$ cat config.mk
export PLATFORM = sky130hd
export DESIGN_NAME = keat_apb_regs
export DESIGN_NICKNAME = d
export VERILOG_FILES = /design/src/rtl/keat_pkg.sv /design/src/rtl/keat_apb_regs.sv
export SDC_FILE = /design/constraint.sdc
export NUM_CORES = 1
export LEC_CHECK = 0
export BUFFER_PORTS_ARGS = -buffer_cell sky130_fd_sc_hd__buf_4
export CAP_MARGIN = 30
export CORE_ASPECT_RATIO = 1.4
export CORE_MARGIN = 10
export CORE_UTILIZATION = 30
export DETAILED_ROUTE_END_ITERATION = 7
export PLACE_DENSITY = 0.75
export SYNTH_ARGS = -nofsm -noshare
export SYNTH_HDL_FRONTEND = slang
export SYNTH_SLANG_ARGS = --single-unit
$ cat constraint.sdc
create_clock -name clk -period 1.2 [get_ports clk]
set_clock_uncertainty 0.1 [all_clocks]
set_input_delay 0.12 -clock clk [delete_from_list [all_inputs] [get_ports clk]]
set_output_delay 0.12 -clock clk [all_outputs]
set_load 0.01 [all_outputs]
$ cat src/rtl/keat_pkg.sv
// Shared types and constants for the key edge and auto-repeat tracker.
// No dependencies; every other file of the block refers to this package by scoped names.
`default_nettype none

package keat_pkg;

	// Widest key bitmap the block handles.
	localparam int unsigned KEY_MAX = 64;

	// Hold counter and hold delay width.
	localparam int unsigned CNT_W = 16;

	// The repeat interval is the hold delay divided by four.
	localparam int unsigned REPEAT_SHIFT = 2;

	// Configuration port geometry.
	localparam int unsigned APB_DATA_W = 32;
	localparam int unsigned APB_ADDR_W = 3;

	// Register word indexes.
	localparam logic [APB_ADDR_W-3:0] REG_HOLD_DELAY = 1'b0;

	localparam logic [CNT_W-1:0] HOLD_DELAY_RESET = 16'd20;

	// Result word: five masks and one flag, padded to whole bytes.
	localparam int unsigned RES_BITS = 5 * KEY_MAX + 1;
	localparam int unsigned RES_W    = ((RES_BITS + 7) / 8) * 8;

	typedef logic [CNT_W-1:0] count_t;

	// Per-key flags for one tick.
	typedef struct packed {
		logic pressed;
		logic released;
		logic held;
		logic down;
		logic inactive;
	} key_flags_t;

endpackage

`default_nettype wire

$ cat src/rtl/keat_apb_regs.sv
// APB configuration register file: holds the hold delay.
// Depends on keat_pkg.
`default_nettype none

module keat_apb_regs (
	input  wire logic                              clk,
	input  wire logic                              arst_n,
	input  wire logic                              psel,
	input  wire logic                              penable,
	input  wire logic                              pwrite,
	input  wire logic [keat_pkg::APB_ADDR_W-1:0]   paddr,
	input  wire logic [keat_pkg::APB_DATA_W-1:0]   pwdata,
	output logic      [keat_pkg::APB_DATA_W-1:0]   prdata,
	output logic                                   pready,
	output keat_pkg::count_t                       hold_delay
);

	keat_pkg::count_t hold_delay_q;
	logic             sel_hold;

	assign pready   = 1'b1;
	assign sel_hold = (paddr[keat_pkg::APB_ADDR_W-1:2] == keat_pkg::REG_HOLD_DELAY);

	always_ff @(posedge clk or negedge arst_n) begin
		if (!arst_n) begin
			hold_delay_q <= keat_pkg::HOLD_DELAY_RESET;
		end else if (psel && penable && pwrite && pready && sel_hold) begin
			hold_delay_q <= pwdata[keat_pkg::CNT_W-1:0];
		end
	end

	always_comb begin
		prdata = '0;
		if (sel_hold) begin
			prdata[keat_pkg::CNT_W-1:0] = hold_delay_q;
		end
	end

	assign hold_delay = hold_delay_q;

endmodule

`default_nettype wire

## Word level (Yosys, flattened, before mapping)

Cells that the tools add are included.

- Register bits: 16
- Bits of input ports: 40
- Output and inout port bits: 49
- Logic and storage cells: 6

- Mux-type cells: 1
- Bitwise gates (word level): 1
- Reduce and logical (&&, ||, !) cells: 3

Operators by type and width:

| cell | count |
|---|---|
| 16-bit two-way mux | 1 |
| 1-bit logical AND | 3 |
| 1-bit inverter | 1 |

## Longest topological paths before layout

Gate-level depths: netlist of run 1.

- Depth in word-level cells: 3
- Depth in mapped cells: 3
- Gate-level depth less buffers: 2

## Worst setup path before layout of run 1

OpenSTA, ideal clock, no wires.

- Path type: input-to-reg
- Start: input paddr[2] (netlist bit)
- End: register hold_delay_q[0], in the netlist hold_delay[0]
- Arrival: 0.796 ns
- Buffers on the path: 1
- Path slack: 0.179 ns
- Data required time: 0.975 ns
- Setup time: 0.125 ns
- Cell stages on the path: 3
- Path through: nand4b_4 -> buf_6 -> mux2_4

- Longest elaborated chain between the ends: 2

Ends and longest elaborated chain:

| what | RTL line | text |
|---|---|---|
| from (decl) | keat_apb_regs.sv:11 | `input wire logic [keat_pkg::APB_ADDR_W-1:0] paddr,` |
| 1-bit inverter | keat_apb_regs.sv:22 | `assign sel_hold = (paddr[keat_pkg::APB_ADDR_W-1:2] == keat_pkg::REG_HOLD_DELAY);` |
| 1-bit logical AND | keat_apb_regs.sv:27 | `end else if (psel && penable && pwrite && pready && sel_hold) begin` |
| to (signal assigned) | keat_apb_regs.sv:26 | `hold_delay_q <= keat_pkg::HOLD_DELAY_RESET;` |
| to (signal assigned) | keat_apb_regs.sv:28 | `hold_delay_q <= pwdata[keat_pkg::CNT_W-1:0];` |
| to (decl) | keat_apb_regs.sv:18 | `keat_pkg::count_t hold_delay_q;` |

No other way between the ends.
A chain may end at the register's enable or synchronous reset.

## Worst setup path in the final report of run 1

- Start: register hold_delay_q[2], in the netlist hold_delay[2]
- End: output prdata[2] (netlist bit)

- Longest elaborated chain between the ends: 1

Ends and longest elaborated chain:

| what | RTL line | text |
|---|---|---|
| 16-bit two-way mux | keat_apb_regs.sv:34 | `if (sel_hold) begin` |
| to (decl) | keat_apb_regs.sv:13 | `output logic [keat_pkg::APB_DATA_W-1:0] prdata,` |

No other way between the ends.

==> results of run 1 <==
## cell usage in the layout, fill, tap and decap left out
master	n
buf_4	55
nand4b_4	1
buf_12	2
mux2_2	6
and2b_1	6
dfrtp_1	14
nor2b_1	9
nor2b_4	1
dfstp_2	2
clkbuf_8	3
buf_6	3
conb_1	17
dlygate4sd3_1	4
mux2_4	10
## cell families (layout without fill, tap and decap cells)
family / Yosys count / after routing / synth area share, %
and+or+nand+nor: 17 / 17 / 14.6
other: 2 / 17 / 0.832
DFF: 16 / 16 / 44.7
muxes: 16 / 16 / 24.1
buffers and inverters: 19 / 67 / 15.8
## layout make-up
class | instances | area (sq um) | area share [%]
clock buffers | 3 | 41.3 | 2.87
multi-input cells | 50 | 420 | 29.2
flip-flops and latches | 16 | 403 | 28.0
well taps | 37 | 46.3 | 3.22
repair buffers | 64 | 527 | 36.6
## layer usage
metal	up-vias	share of wire, %
li1	318	-
met1	325	33
met2	44	52
met3	0	15
met4	0	0
met5	-	0
## how the worst max path moves through the flow
stage	startpoint	to	slack, ns	depth (start not counted)
2_1_floorplan	paddr[2]	hold_delay[0]$_DFFE_PN0P_	0.18	3
3_3_place_gp	paddr[2]	hold_delay[7]$_DFFE_PN0P_	0.07	4
3_5_place_dp	paddr[2]	hold_delay[7]$_DFFE_PN0P_	0.06	4
4_1_cts	hold_delay[4]$_DFFE_PN1P_	prdata[4]	-0.06	2
5_1_grt	hold_delay[4]$_DFFE_PN1P_	prdata[4]	-0.07	2
6_report	hold_delay[2]$_DFFE_PN1P_	prdata[2]	-0.03	2
## report_power, final
group	leakage, uW	switching (uW)	internal [uW]	total (uW)
clock network	0.0000216	165	222	387
logic	0.000578	307	512	819
registers	0.000189	82.0	671	753
total	0.000789	555	1400	1960
## worst register-to-register path, stage by stage, from the launching register on
cell,delay (ns)
dfrtp_1,0.39
buf_4,0.14
mux2_4,0.25
## per-stage QoR
stage / area (sq um) / instances / worst slack (ns)
finish: 1440 / 170 / -0.0294
global route: 1440 / 170 / -0.0652
CTS: 1390 / 166 / -0.0558
detailed placement: 1310 / 159 / 0.0589
global placement: 1310 / 159 / 0.0712
floorplan: 958 / 85 / 0.179
## what timing repair did
action                                 4_1_cts  5_1_grt
setup buffers                                2        2
hold buffers                                 2        2
cloned                                       0        0
setup endpoints to repair                    2        4
resized for setup                            1        3
endpoints found under the hold margin       17        2
==> run_results.csv, run 1 <==
group,metric,value,unit
run_status,run_status,"finished, violations left",
run_status,violations,"negative setup slack",
layout,drive_gt1_share,62.4,%
sta,layout_min_cycle_time,1.23,ns
global_routing,met1_usage,7.66,%
worst_hold_path,holdPathEnd,"hold_delay[4]$_DFFE_PN1P_",
yosys,synth.largest_area_cell,"dfrtp_1",
worst_hold_path,hold-path-cell-count,2,
yosys,syn_area,902,sq um
cts,htree_levels,1,
yosys,synth_area_leaders,"dfrtp_1 (39%), mux2_4 (17%), buf_4 (14%), mux2_2 (7.5%), nor2b_1 (6.9%)",
sta,finalCritPeriodShare,102,%
layout,num_antenna_cells,0,
setup_path,cp_data_arrival_time,1.01,ns
cts,cts_tree,"done",
sta,slew_violations,0,
routing,drt-total-wl,2.45,mm
global_routing,grt_pass1_vias,782,
global_routing,antenna_found_initial,0,
cts,clk_pin_slew,0.06,ns
global_routing,grt_max_degree,17,
yosys,ys_async_sr_fraction,100,%
yosys,ys.flop_type,"dfrtp_1",
setup_path,path_cells,"and2b_1 > buf_6",
yosys,synth_seq_cells,16,
setup_path,cp-start-kind,"flop",
setup_path,worstRegToRegCells,2,
power_and_ir_drop,leakage,0.000789,uW
setup_path,reg2reg_slack,0.21,ns
cts,clk_root_buffer_cell,"clkbuf_8",
worst_hold_path,worstHoldPathType,"input pin to flop",
yosys,syn_inst,70,
global_routing,grt-ovfl-total,0,
setup_path,r2r-end,"hold_delay[3]$_DFFE_PN0P_",
die,core,0.00288,sq mm
placed_design,port_buffers,53,
yosys,synth.top_cell.area_share,38.8,%
yosys,syn_avg_cell_area,12.9,sq um
routing,drtIter0Drc,2,
yosys,ys_seq_area_share,44.7,%
yosys,synth_edf_count,0,
global_routing,met3_usage,5.26,%
sta,finalSetupTns,-0.0558,ns
layout,fin_nets,175,
yosys,synth_commonest_cells,"buf_4 (17), dfrtp_1 (14), mux2_4 (10), nor2b_1 (10)",
sta,setup_viol,2,
die,num_io_pins,89,
routing,antenna_left,0,
sta,fmax,813,MHz
die,fp-row-count,23,
global_routing,grt_busiest_layer,"met2",
yosys,synth_most_common_cell,"buf_4",
setup_path,end_kind,"output pin",
cts,clock_sink_count,16,
sta,rsz0062_at_grt,"true",
die,start_util,31.3,%
sta,hold_ws,0.00690,ns
yosys,yosysUniqueCellTypes,11,
setup_path,worst-path-max-fanout,3,
routing,first_pass_iters,2,
layout,final_util,50.0,%
cts,clk_path_buf_depth,2,
cts,insertion_delay,0.24,ns
die,die_w,66.3,microns
run,drv_cap,0,
die,die_y,84.9,microns
routing,drcViolationCount,0,
setup_path,worstPathRequired,0.98,ns
layout,area_growth,59.4,%
routing,avgViaCountPerCell,4.04,
setup_path,crit_slowest_cell,"dfstp_2",
worst_hold_path,min_from,"pwdata[4]",
setup_path,critPathMaxStageDelay,0.54,ns
routing,num_vias,687,
sta,setup_slack,-0.0294,ns
yosys,yosys_warnings,0,
layout,largest_reg_flops,16,
placed_design,gp_congestion,0.740,
sta,hold_viol_final,0,
die,dieArea,0.00563,sq mm
layout,fillers,263,
power_and_ir_drop,pwr_density_cell,1360,mW/mm^2
power_and_ir_drop,power,1960,uW
global_routing,grt_pass1_wl,3.77,mm
setup_path,crit_type,"flop to output pin",
setup_path,worstReg2RegStart,"hold_delay[3]$_DFFE_PN0P_",
setup_path,crit_family,"flip-flops",
setup_path,cp_num_buf_inv,1,
routing,route.detailed.wl_per_inst,14.4,microns
global_routing,grtUsageMet2,14.9,%
power_and_ir_drop,peakVddDrop,0.000639,V
global_routing,grt_usage,8.42,%
cts,numCtsBuffers,3,
No activity file was read; power rests on OpenSTA's default activity.
==> run 2, diff against run 1 <==
Settings changed: PLACE_DENSITY 0.75 to 0.78.
Clock period 1.2 ns to 1 ns, I/O delays scaled along.
==> run 2 against run 1 <==
  * The flow still finishes with violations (negative setup slack)
  * Utilization rose by 11 points
  * Non-clock buffer count up 22
  * Clock power increased by 19%
  * Via count grew 13%
  * Setup slack lost 0.17 ns
  * Flip-flop and latch count is the same
  * Cell count increased by 13%
  * Register-to-register slack got worse by 0.25 ns
  * Largest cell class unchanged
==> run_results.csv, run 2 (synthesized netlist as in run 1, its figures left out) <==
group,metric,value,unit
run_status,run_status,"finished, violations left",
run_status,violations,"negative setup slack",
global_routing,antenna_found_initial,0,
setup_path,worstPathRequired,0.80,ns
layout,num_antenna_cells,0,
cts,htree_levels,1,
routing,drt-total-wl,2.94,mm
sta,rsz0062_at_grt,"true",
global_routing,grt_pass1_wl,4.54,mm
setup_path,end_kind,"output pin",
placed_design,port_buffers,53,
cts,clk_path_buf_depth,2,
layout,drive_gt1_share,60.0,%
setup_path,worst-path-max-fanout,2,
die,die_y,84.9,microns
setup_path,cp-start-kind,"flop",
die,die_w,66.3,microns
routing,antenna_left,0,
routing,first_pass_iters,2,
worst_hold_path,worstHoldPathType,"input pin to flop",
power_and_ir_drop,pwr_density_cell,1550,mW/mm^2
placed_design,gp_congestion,0.727,
global_routing,grt_max_degree,17,
cts,clock_sink_count,16,
placed_design,pre_cts_slack,-0.118,ns
die,dieArea,0.00563,sq mm
layout,final_common_cell,"buf_4",
die,fp-row-count,23,
routing,avgViaCountPerCell,4.05,
cts,hold_buffers,16,
sta,slew_violations,0,
routing,num_vias,778,
cts,cts_tree,"done",
routing,drcViolationCount,0,
setup_path,crit_type,"flop to output pin",
cts,numCtsBuffers,3,
power_and_ir_drop,peakVddDrop,0.00100,V
sta,setup_slack,-0.199,ns
routing,route.detailed.wl_per_inst,15.3,microns
die,start_util,31.3,%
cts,insertion_delay,0.24,ns
setup_path,cp_data_arrival_time,1.00,ns
routing,drtIter0Drc,10,
run,drv_cap,0,
die,num_io_pins,89,
sta,setup_viol,27,
layout,largest_reg_flops,16,
layout,fin_nets,197,
global_routing,grt_pass1_vias,948,
power_and_ir_drop,leakage,0.00101,uW
die,core,0.00288,sq mm
sta,layout_min_cycle_time,1.20,ns
global_routing,grt-ovfl-total,0,
cts,clk_root_buffer_cell,"clkbuf_8",
cts,clk_pin_slew,0.06,ns
layout,final_cell_mix,"buf_4 (38), buf_6 (30), conb_1 (17), dfrtp_1 (14), mux2_4 (11)",
global_routing,grt_usage,10.1,%
sta,finalCritPeriodShare,120,%
sta,hold_viol_final,0,
sta,hold_ws,0.00419,ns
sta,fmax,834,MHz
layout,area_growth,95.4,%
run 2: changes by cell type in the layout (fill, tap and decap cells not counted):
cell,delta
dlygate4sd3_1,+2
dlymetal6s4s_1,+10
buf_4,-17
mux2_4,+1
mux2_2,-1
buf_6,+27
run 2: timing repair:
item                                    CTS  global route
setup buffers                             9             5
gates cloned                              0             0
endpoints found under the setup margin   21            42
hold endpoints to repair                 32             1
gates resized for setup                  13            30
run 2: layout make-up:
cell class / instances / area, sq um
clock buffers: 3 / 41.3
fillers: 234 / 1110
multi-input cells: 50 / 424
flip-flops and latches: 16 / 403
well taps: 37 / 46.3
repair buffers: 86 / 848
run 2: final timing paths:
| kind | from | to | slack (ns) | depth (start not counted) |
|---|---|---|---|---|
| hold reg to reg | hold_delay[14]$_DFFE_PN0P_ | hold_delay[14]$_DFFE_PN0P_ | 0.44 | 1 |
| setup reg to reg | hold_delay[2]$_DFFE_PN1P_ | hold_delay[2]$_DFFE_PN1P_ | -0.04 | 3 |
| max in group asynchronous | arst_n | hold_delay[2]$_DFFE_PN1P_ | 0.40 | 2 |
| hold / removal | pwdata[3] | hold_delay[3]$_DFFE_PN0P_ | 0.004 | 2 |
| setup / recovery | hold_delay[4]$_DFFE_PN1P_ | prdata[4] | -0.20 | 2 |
| min in group asynchronous | arst_n | hold_delay[12]$_DFFE_PN0P_ | 0.15 | 2 |
run 2: per-layer routing:
metal	wire, microns	vias to the layer above	GRT usage [%]
met5	0	-	0
met4	11	0	3.06
met3	290	2	4.34
met2	1570	46	17.9
met1	1070	367	10.1
li1	-	363	-
run 2: power breakdown:
group          switching (uW)  internal [uW]  leakage (uW)
sequential                116            805      0.000189
clock                     194            266     0.0000216
combinational             447            899      0.000802
run 2: worst max-delay path, stage by stage (launching register included):
cell	delay [ns]
dfstp_2	0.53
nor2b_4	0.13
buf_6	0.10
run 2: metrics by stage:
stage               util [%]  cells  setup TNS [ns]  instance area (sq um)  total power [uW]
finish                  61.3    192           -2.96                   1760              2730
floorplan                  -     85         -0.0104                    958              1360
detailed placement      45.4    159           -1.55                   1310              1840
global placement        45.4    159           -1.14                   1310              1810
CTS                     56.5    187           -2.66                   1630              2560
global route            61.3    192           -3.97                   1760              2890
