--- config.mk ---
export PLATFORM = sky130hd
export DESIGN_NAME = keat_key_cell
export DESIGN_NICKNAME = d
export VERILOG_FILES = /design/src/rtl/keat_pkg.sv /design/src/rtl/keat_key_cell.sv
export SDC_FILE = /design/constraint.sdc
export NUM_CORES = 1
export LEC_CHECK = 0
export ABC_AREA = 1
export BUFFER_PORTS_ARGS = -buffer_cell sky130_fd_sc_hd__buf_2
export CAP_MARGIN = 20
export CORE_MARGIN = 2
export CORE_UTILIZATION = 35
export CTS_BUF_LIST = sky130_fd_sc_hd__clkbuf_8
export DETAILED_ROUTE_END_ITERATION = 12
export PLACE_DENSITY = 0.5
export SLEW_MARGIN = 20
export SYNTH_ARGS = -nofsm -noshare
export SYNTH_HDL_FRONTEND = slang
export SYNTH_SLANG_ARGS = --single-unit
--- constraint.sdc ---
create_clock -name clk -period 3.4 [get_ports clk]
set_clock_uncertainty 0.15 [all_clocks]
set_input_delay 0.17 -clock clk [delete_from_list [all_inputs] [get_ports clk]]
set_output_delay 0.17 -clock clk [all_outputs]
set_load 0.02 [all_outputs]
--- src/rtl/keat_pkg.sv ---
// Shared types and constants for the key edge and auto-repeat tracker.
// No dependencies; every other file of the block refers to this package by scoped names.
`default_nettype none

package keat_pkg;

	// Widest key bitmap the block handles.
	localparam int unsigned KEY_MAX = 64;

	// Hold counter and hold delay width.
	localparam int unsigned CNT_W = 16;

	// The repeat interval is the hold delay divided by four.
	localparam int unsigned REPEAT_SHIFT = 2;

	// Configuration port geometry.
	localparam int unsigned APB_DATA_W = 32;
	localparam int unsigned APB_ADDR_W = 3;

	// Register word indexes.
	localparam logic [APB_ADDR_W-3:0] REG_HOLD_DELAY = 1'b0;

	localparam logic [CNT_W-1:0] HOLD_DELAY_RESET = 16'd20;

	// Result word: five masks and one flag, padded to whole bytes.
	localparam int unsigned RES_BITS = 5 * KEY_MAX + 1;
	localparam int unsigned RES_W    = ((RES_BITS + 7) / 8) * 8;

	typedef logic [CNT_W-1:0] count_t;

	// Per-key flags for one tick.
	typedef struct packed {
		logic pressed;
		logic released;
		logic held;
		logic down;
		logic inactive;
	} key_flags_t;

endpackage

`default_nettype wire

--- src/rtl/keat_key_cell.sv ---
// One key: previous state, hold counter and the flags of the current tick.
// Depends on keat_pkg.
`default_nettype none

module keat_key_cell (
	input  wire logic                 clk,
	input  wire logic                 arst_n,
	input  wire logic                 cur,
	input  wire logic                 advance,
	input  wire keat_pkg::count_t     hold_delay,
	input  wire keat_pkg::count_t     repeat_step,
	output keat_pkg::key_flags_t      flags
);

	logic             down_last_q;
	keat_pkg::count_t hold_count_q;
	keat_pkg::count_t base;
	keat_pkg::count_t count_next;

	// A counter sitting at the delay is pulled back by a quarter before counting on.
	always_comb begin
		base = (hold_count_q == hold_delay) ? hold_count_q - repeat_step : hold_count_q;
		if (!cur) begin
			count_next = '0;
		end else if (down_last_q) begin
			count_next = base + keat_pkg::count_t'(1);
		end else begin
			count_next = hold_count_q;
		end
	end

	always_ff @(posedge clk or negedge arst_n) begin
		if (!arst_n) begin
			down_last_q  <= 1'b0;
			hold_count_q <= '0;
		end else if (advance) begin
			down_last_q  <= cur;
			hold_count_q <= count_next;
		end
	end

	assign flags.pressed  = cur & ~down_last_q;
	assign flags.released = ~cur & down_last_q;
	assign flags.inactive = ~cur & ~down_last_q;
	assign flags.down     = cur;
	assign flags.held     = (count_next == hold_delay);

endmodule

`default_nettype wire

After elaboration in Yosys (flattened, before gate mapping) --
Cells that the tools add are included. Widths: inputs -> output; s select.
Word-level totals: input bits 36, output and inout bits 5, logic and storage cells 14, register bits 17
Operators by class: equal/unequal tests 2, bitwise operators 5, $add $sub $neg 2, muxes and demuxes 3
Operator list (number):
- $mux 16 | 3
- $eq 16x16->1 | 2
- $add 16x1->16 const B | 1
- $sub 16x16->16 | 1
- $and 1x1->1 | 3
- $not 1->1 | 2

Longest topological paths before layout --
Gate-level depths: netlist of the first run.
depth after elaboration 6, depth in mapped cells 26

Least setup slack after synthesis of the first run --
No wires, ideal clock.
kind reg2out, start point reg hold_count_q[0], end point out flags[2] (netlist name), setup slack 0.297 ns, arrival time 2.783 ns, stages on the path, launching flop included 25, cell sequence dfrtp_1 > inv_2 > ha_1 > fa_1 > inv_1 > nand3_1 > nand2_1 > nand2_1 > nand3b_1 > nand2_1 > nand3_1 > nand2_2 > nor2_4 > nand2_4 > clkinv_2 > nand2_2 > nand2_1 > nand3_2 > nand2_1 > nand2_1 > nand2_1 > nand2_1 > nor2_1 > nand3_1 > nor2_1
RTL lines:
- from (decl) | RTL line keat_key_cell.sv:16 | keat_pkg::count_t hold_count_q;
- from (signal assigned) | RTL line keat_key_cell.sv:38 | hold_count_q <= count_next;
- to (decl) | RTL line keat_key_cell.sv:12 | output keat_pkg::key_flags_t flags

==> results of run 1 <==
cells in the final DEF (no fill, tap or decap), drive strengths merged:
| cell type | netlist | routed |
|---|---|---|
| a21oi | 21 | 21 |
| and2 | 2 | 2 |
| buf | 4 | 112 |
| clkbuf | 5 | 3 |
| clkinv | 2 | 1 |
| dfrtp | 17 | 17 |
| dlygate4sd3 | 0 | 1 |
| fa | 1 | 1 |
| ha | 16 | 16 |
| inv | 102 | 104 |
| nand2 | 273 | 273 |
| nand3 | 79 | 79 |
| nand3b | 4 | 4 |
| nand4 | 6 | 6 |
| nor2 | 50 | 50 |
| nor3 | 2 | 2 |
| o21ai | 27 | 27 |
| o31ai | 1 | 1 |
| xnor2 | 3 | 3 |
| xor2 | 3 | 3 |
registers in the layout (all words and copies together) (netlist names):
name,count
hold_count_q,16
down_last_q,1
final cells by class:
cell class	count	area (µm²)
Clock inverter	1	3.75
Inverter	104	393
Timing Repair Buffer	113	757
Fill cell	1009	4770
Multi-Input combinational cell	488	2580
Tap cell	111	139
Clock buffer	3	41.3
Sequential cell	17	428
critical path, stage by stage, from the launching register on:
cell and delay (ps):
dfrtp_1 400, inv_2 70, ha_4 170, fa_2 550
nand3b_1 100, nand2_1 80, ha_1 300, o21ai_2 60
a21oi_2 150, xor2_1 170, nand3_1 110, a21oi_2 120
nand3_1 100, nor2_2 130, nand2_2 80, nor2_4 90
nand3_2 70, nor2_1 90, buf_4 140
final timing paths:
kind                                      start               end  slack, ps
worst max-delay path            hold_count_q[0]          flags[2]       -160
worst min-delay path                        cur       down_last_q         90
worst max register to register  hold_count_q[0]  hold_count_q[15]        380
worst min register to register  hold_count_q[5]   hold_count_q[5]        400
max in group asynchronous                arst_n   hold_count_q[3]       2520
min in group asynchronous                arst_n       down_last_q        240
per-layer routing:
| layer | part of all wire [%] | track usage, % | vias up | wire length (µm) |
|---|---|---|---|---|
| li1 | - | - | 2149 | - |
| met5 | 0 | 0 | - | 0 |
| met4 | 1.5 | 4.95 | 0 | 165 |
| met1 | 49 | 29.4 | 1799 | 5400 |
| met2 | 47 | 39.6 | 75 | 5140 |
| met3 | 2.8 | 1.74 | 12 | 313 |
per-stage QoR:
stage	cells	cell area, µm²	worst slack (ps)
floorplan	618	3230	297
global placement	817	3950	-16.2
CTS	823	4060	-223
global route	837	4340	-354
finish	837	4340	-162
detailed placement	817	3950	-64.0
logic make-up after synthesis:
logic type,after synthesis
flip-flops,17
AND/OR/NAND/NOR,416
AO/OA/AOI/OAI,49
adder cells (fa/ha/maj),17
XOR/XNOR,6
buffers and inverters,113
power by group:
group	leakage, µW	switching (µW)	internal [µW]
clock network	0.0000269	87.7	80.6
registers	0.000225	20.3	218
logic	0.00228	324	221
total	0.00253	432	519
what timing repair did:
item / 4_1_cts / 5_1_grt
setup buffers: 1 / 14
hold endpoints to repair: 17 / 0
resized for setup: 13 / 56
endpoints found under the setup margin: 1 / 1
hold buffers: 1 / 0
pin swaps: 15 / 35
==> tab_implementation.tex, run 1 <==
\begin{tabular}{lr}
\hline
Metric & Value \\
\hline
\multicolumn{2}{l}{\textbf{Outcome}} \\
Outcome & complete, but fails checks \\
Failing checks & setup timing \\
\multicolumn{2}{l}{\textbf{Synth}} \\
Avg Synthesized Cell Area & about 5.2 µm² \\
Synthesized Nets & about 670 \\
Fraction of synthesized cell area in xor and xnor cells & under 10\% \\
Synth cell types & 31 \\
Synth area leader & nand2\_1 \\
Number of flops mapped to enable cells by yosys & 0 \\
Synth cell count leaders & 261 x nand2\_1, 89 x inv\_1, 76 x nand3\_1 \\
Share of the yosys chip area belonging to registers & 13.2\% \\
Most area-consuming cells after synthesis & nand2\_1 30\%, dfrtp\_1 13\%, nand3\_1 12\% \\
Number of storage elements in the synthesis netlist & 17 \\
Fraction of registers with async set/reset & 100\% \\
Yosys warnings & 0 \\
Synth Area in Compound Gates & just over 8\% \\
Combined area of all synthesized cells & about 3200 µm² \\
Leading register cell type out of synthesis & dfrtp\_1 \\
Synth top area share & a little under a third \\
Post-synthesis simple-gate area fraction & between 50\% and 60\% \\
Largest family of logic cells by synthesized area & simple AND/OR/NAND/NOR gates \\
Top-count cell post-synth & nand2\_1 \\
Cells after synthesis & around 600 \\
Post-synthesis mux area share & 0\% \\
Post-synthesis share of cell area spent on full adders, half adders and majority gates & a little under 7\% \\
\multicolumn{2}{l}{\textbf{Detailed routing}} \\
Detail-routed via count per cell & approximately 4.8 \\
First-iteration detailed-routing DRC count & 154 \\
Vias after detailed routing & 4035 \\
Length of the first detailed-routing pass in iterations & 5 \\
WL final & 11000 µm \\
Final antenna-violating net count & 0 \\
DR DRC count & 0 \\
Average detailed-routed wire length per instance & about 13 µm \\
\multicolumn{2}{l}{\textbf{Critical path}} \\
Data required time of the critical path & slightly above 3000 ps \\
Endpoint kind of the worst setup timing path & output port \\
Worst R2R Path Depth & 22 \\
Nature of the critical path startpoint & register \\
Critical setup path kind & reg2out \\
Top fanout value on the critical path & 3 \\
Arrival time reported for the critical path endpoint & between 3000 and 4000 ps \\
\multicolumn{2}{l}{\textbf{Floorplan}} \\
I/O pin cnt & 41 \\
Number of rows created at floorplan & 35 \\
Core outline area & around 9100 µm² \\
Height of the die & 100 µm \\
Floorplan die area & 10000 µm² \\
Width of the die & roughly 100 µm \\
Initial Utilization & between 30\% and 40\% \\
\multicolumn{2}{l}{\textbf{Run}} \\
Max-cap violations & 0 \\
\multicolumn{2}{l}{\textbf{STA}} \\
RSZ-0062 raised after global routing & true \\
Slew margin rel. & between 60 and 70\% \\
Transition at the pin with the smallest max-transition slack & 469 ps \\
Peak Freq & roughly 0.28 GHz \\
Final count of pins violating max slew & 0 \\
Final critical-path required period & 3560 ps \\
Final count of hold timing violations & 0 \\
Number of setup violations in the final report & 1 \\
Post-route clock period utilization & 105\% \\
Setup TNS & -162 ps \\
Final setup margin & -162 ps \\
Hold\_ws & between 80 and 90 ps \\
\multicolumn{2}{l}{\textbf{Power}} \\
Max VDD drop & 0.139 mV \\
P\_leak & $\sim$0.0025 µW \\
Pwr Total & approximately 950 µW \\
Power per standard cell area & 219 nW/µm² \\
\multicolumn{2}{l}{\textbf{Final layout}} \\
Share of post-route cells with drive strength above 1 & 30.0\% \\
Count of nets after finishing & 780 \\
Post-Route Utilization & 47.6\% \\
Area growth from synthesis to layout & 34.3\% \\
\# diodes & 0 \\
\multicolumn{2}{l}{\textbf{Clock tree}} \\
Clock transition at path regs & 90 ps \\
Clock latency reported for the late side of the worst-skew pair & 260 ps \\
Maximum count of clock buffers along a single path & 2 \\
Cell chosen for the clock root & clkbuf\_8 \\
Clock buffer count from CTS & 3 \\
Sinks on Clock Net & 17 \\
Clock tree from TritonCTS & done \\
Clock H-tree levels & 1 \\
\multicolumn{2}{l}{\textbf{GRT}} \\
Vias in the first global route & a little under 4000 \\
Total congestion overflow after global routing & 0 \\
Wire length of the first global-routing pass & between 15000 and 20000 µm \\
Initial antenna violation count & 0 \\
Pin count of the biggest net entering global routing & 22 \\
GRT Resource Usage Total & 22.2\% \\
\multicolumn{2}{l}{\textbf{Hold path}} \\
Type of the worst min-delay path & in2reg \\
WHS Path Cells & 3 \\
\multicolumn{2}{l}{\textbf{Placed design}} \\
Number of port buffers & 40 \\
Gpl congestion & a little under 0.9 \\
Detailed-placement wirelength estimate & around 9100 µm \\
\hline
\end{tabular}
No activity file was read; power rests on OpenSTA's default activity.
==> inputs of run 2 (changes only) <==
--- a/config.mk
+++ b/config.mk
@@ -13,6 +13,7 @@
 export CTS_BUF_LIST = sky130_fd_sc_hd__clkbuf_8
 export DETAILED_ROUTE_END_ITERATION = 12
 export PLACE_DENSITY = 0.5
+export SETUP_SLACK_MARGIN = 0.2
 export SLEW_MARGIN = 20
 export SYNTH_ARGS = -nofsm -noshare
 export SYNTH_HDL_FRONTEND = slang
==> tab_implementation.tex, run 2 (synthesis results as in run 1) <==
\begin{tabular}{lr}
\hline
Metric & Value \\
\hline
\multicolumn{2}{l}{\textbf{Outcome}} \\
Outcome & complete, but fails checks \\
Failing checks & setup timing \\
\multicolumn{2}{l}{\textbf{Detailed routing}} \\
Final antenna-violating net count & 0 (unchanged) \\
Average detailed-routed wire length per instance & 13.2 µm (+0.13\%) \\
WL final & 11000 µm (+0.13\%) \\
Length of the first detailed-routing pass in iterations & 5 (unchanged) \\
Vias after detailed routing & 4042 (+0.17\%) \\
DR DRC count & 0 (unchanged) \\
First-iteration detailed-routing DRC count & 168 (+9.1\%) \\
Detail-routed via count per cell & 4.83 (+0.17\%) \\
\multicolumn{2}{l}{\textbf{Placed design}} \\
Post-placement cell count & 817 (unchanged) \\
Area of placed instances & 3950 µm² (unchanged) \\
Worst setup slack before clock tree synthesis & -64.0 ps (unchanged) \\
Detailed-placement wirelength estimate & 9070 µm (unchanged) \\
Number of port buffers & 40 (unchanged) \\
Gpl congestion & 0.866 (unchanged) \\
\multicolumn{2}{l}{\textbf{STA}} \\
Post-route clock period utilization & 105\% (about the same) \\
Final critical-path required period & 3560 ps (-1.79 ps) \\
Final count of hold timing violations & 0 (unchanged) \\
Transition at the pin with the smallest max-transition slack & 473 ps (+3.39 ps) \\
Peak Freq & 0.281 GHz (about the same) \\
Number of setup violations in the final report & 1 (unchanged) \\
Final setup margin & -160 ps (+1.79 ps) \\
Slew margin rel. & 68.5\% (-0.23 points) \\
RSZ-0062 raised after global routing & true \\
Setup TNS & -160 ps (+1.79 ps) \\
Final count of pins violating max slew & 0 (unchanged) \\
\multicolumn{2}{l}{\textbf{Critical path}} \\
Number of buffer and inverter stages on the critical path & 2 (unchanged) \\
Worst R2R Path Depth & 22 (unchanged) \\
Arrival time reported for the critical path endpoint & 3240 ps (about the same) \\
Flop2flop setup slack & 410 ps (+30 ps) \\
CP max stage delay & 550 ps (about the same) \\
Data required time of the critical path & 3080 ps (about the same) \\
Worst-path cell chain & inv\_2 -> ha\_4 -> fa\_2 -> nand3b\_1 -> nand2\_1 -> ha\_1 -> o21ai\_2 -> a21oi\_2 -> xor2\_1 -> nand3\_1 -> a21oi\_2 -> nand3\_1 -> nor2\_2 -> nand2\_2 -> nor2\_4 -> nand3\_2 -> nor2\_1 -> buf\_4 \\
Capturing instance or port of the critical path & flags[2] \\
Nature of the critical path startpoint & register \\
Max stage delay cell, worst path & fa\_2 \\
Worst R2R Start & hold\_count\_q[0] \\
Cell depth of the worst setup path & 18 (unchanged) \\
Family with the most delay on the worst path & adder cells \\
Critical setup path kind & reg2out \\
Worst Setup SP & hold\_count\_q[0] \\
Capture point of the worst reg-to-reg path & hold\_count\_q[15] \\
Top fanout value on the critical path & 3 (unchanged) \\
Endpoint kind of the worst setup timing path & output port \\
\multicolumn{2}{l}{\textbf{Power}} \\
P\_leak & 0.00253 µW (about the same) \\
Power per standard cell area & 219 nW/µm² (about the same) \\
Max VDD drop & 0.139 mV (about the same) \\
\multicolumn{2}{l}{\textbf{Clock tree}} \\
Maximum count of clock buffers along a single path & 2 (unchanged) \\
Clock tree from TritonCTS & done \\
Clock latency reported for the late side of the worst-skew pair & 260 ps (about the same) \\
Clock transition at path regs & 90 ps (about the same) \\
Sinks on Clock Net & 17 (unchanged) \\
Cell chosen for the clock root & clkbuf\_8 \\
Clock buffer count from CTS & 3 (unchanged) \\
Clock H-tree levels & 1 (unchanged) \\
\multicolumn{2}{l}{\textbf{Final layout}} \\
Count of non-filler cells in the finished layout & 837 (unchanged) \\
Area growth from synthesis to layout & 34.3\% (unchanged) \\
Count of nets after finishing & 780 (unchanged) \\
Max FFs per register & 16 (unchanged) \\
Leading cell type in the layout, fill and taps excluded & nand2\_1 \\
Leading registers by flop count & hold\_count\_q: 16 flops, down\_last\_q: 1 flops \\
Fillers & 1009 (unchanged) \\
Register ranked first by flip-flop count & hold\_count\_q \\
Final cell area excluding filler cells & 4340 µm² (unchanged) \\
Share of post-route cells with drive strength above 1 & 30.0\% (unchanged) \\
\# diodes & 0 (unchanged) \\
Leading cell types in the layout, fill and taps excluded & 239 x nand2\_1, 87 x inv\_1, 72 x buf\_4, 67 x nand3\_1, 39 x buf\_2 \\
\multicolumn{2}{l}{\textbf{Floorplan}} \\
Initial Utilization & 35.5\% (unchanged) \\
Number of rows created at floorplan & 35 (unchanged) \\
Height of the die & 100 µm (unchanged) \\
Floorplan die area & 10000 µm² (unchanged) \\
Core outline area & 9110 µm² (unchanged) \\
I/O pin cnt & 41 (unchanged) \\
Width of the die & 100 µm (unchanged) \\
\multicolumn{2}{l}{\textbf{Hold path}} \\
WHS Path Cells & 3 (unchanged) \\
Type of the worst min-delay path & in2reg \\
\multicolumn{2}{l}{\textbf{GRT}} \\
Total congestion overflow after global routing & 0 (unchanged) \\
Vias in the first global route & 3867 (unchanged) \\
GRT Resource Usage Total & 22.2\% (unchanged) \\
Pin count of the biggest net entering global routing & 22 (unchanged) \\
Wire length of the first global-routing pass & 17700 µm (unchanged) \\
Initial antenna violation count & 0 (unchanged) \\
\multicolumn{2}{l}{\textbf{Run}} \\
Max-cap violations & 0 (unchanged) \\
\hline
\end{tabular}
run 2: layout make-up:
class | count | area (µm²) | share of cell area, %
clock buffer | 3 | 41.3 | 0.952
clock inverter | 1 | 3.75 | 0.0865
inverter | 104 | 393 | 9.05
multi-input combinational | 488 | 2580 | 59.4
sequential | 17 | 428 | 9.86
tap | 111 | 139 | 3.20
timing repair buffer | 113 | 757 | 17.4
run 2: worst min-delay path by stage:
| stage | startpoint | endpoint | slack [ps] |
|---|---|---|---|
| global route | cur | down_last_q | 130 |
| finish | cur | down_last_q | 90 |
| detailed placement | arst_n | hold_count_q[2] | 9 |
| CTS | cur | down_last_q | 90 |
| floorplan | arst_n | down_last_q | -280 |
| global placement | arst_n | hold_count_q[2] | 3 |
run 2: per-layer routing:
layer / part of all wire (%) / routed length, µm / GRT usage [%] / up-vias
met5: 0 / 0 / 0 / -
met4: 1.5 / 165 / 4.95 / 0
met3: 3.0 / 334 / 1.74 / 12
met2: 47 / 5140 / 39.6 / 81
met1: 49 / 5390 / 29.4 / 1800
li1: - / - / - / 2149
run 2: worst min-delay path: stages:
cell	delay [ps]
buf_2	160
nand2_1	70
o21ai_0	60
run 2: power by group:
group	internal [µW]	leakage [µW]	total (µW)	switching [µW]
Combinational	221	0.00228	545	325
Clock	80.6	0.0000269	168	87.7
Sequential	218	0.000225	238	20.3
run 2: through the flow:
step	util (%)	total power (µW)	hold WS, ps
floorplan	-	545	-276
global placement	43.3	728	3.49
detailed placement	43.3	732	8.89
CTS	44.5	920	94.4
global route	47.6	1030	130
finish	47.6	952	92.6
run 2: timing repair:
| action | CTS | global route |
|---|---|---|
| hold endpoints to repair | 17 | 0 |
| gates resized for setup | 13 | 57 |
| pin swaps | 15 | 35 |
| setup endpoints to repair | 1 | 3 |
| setup buffers | 1 | 14 |
| hold buffers | 1 | 0 |
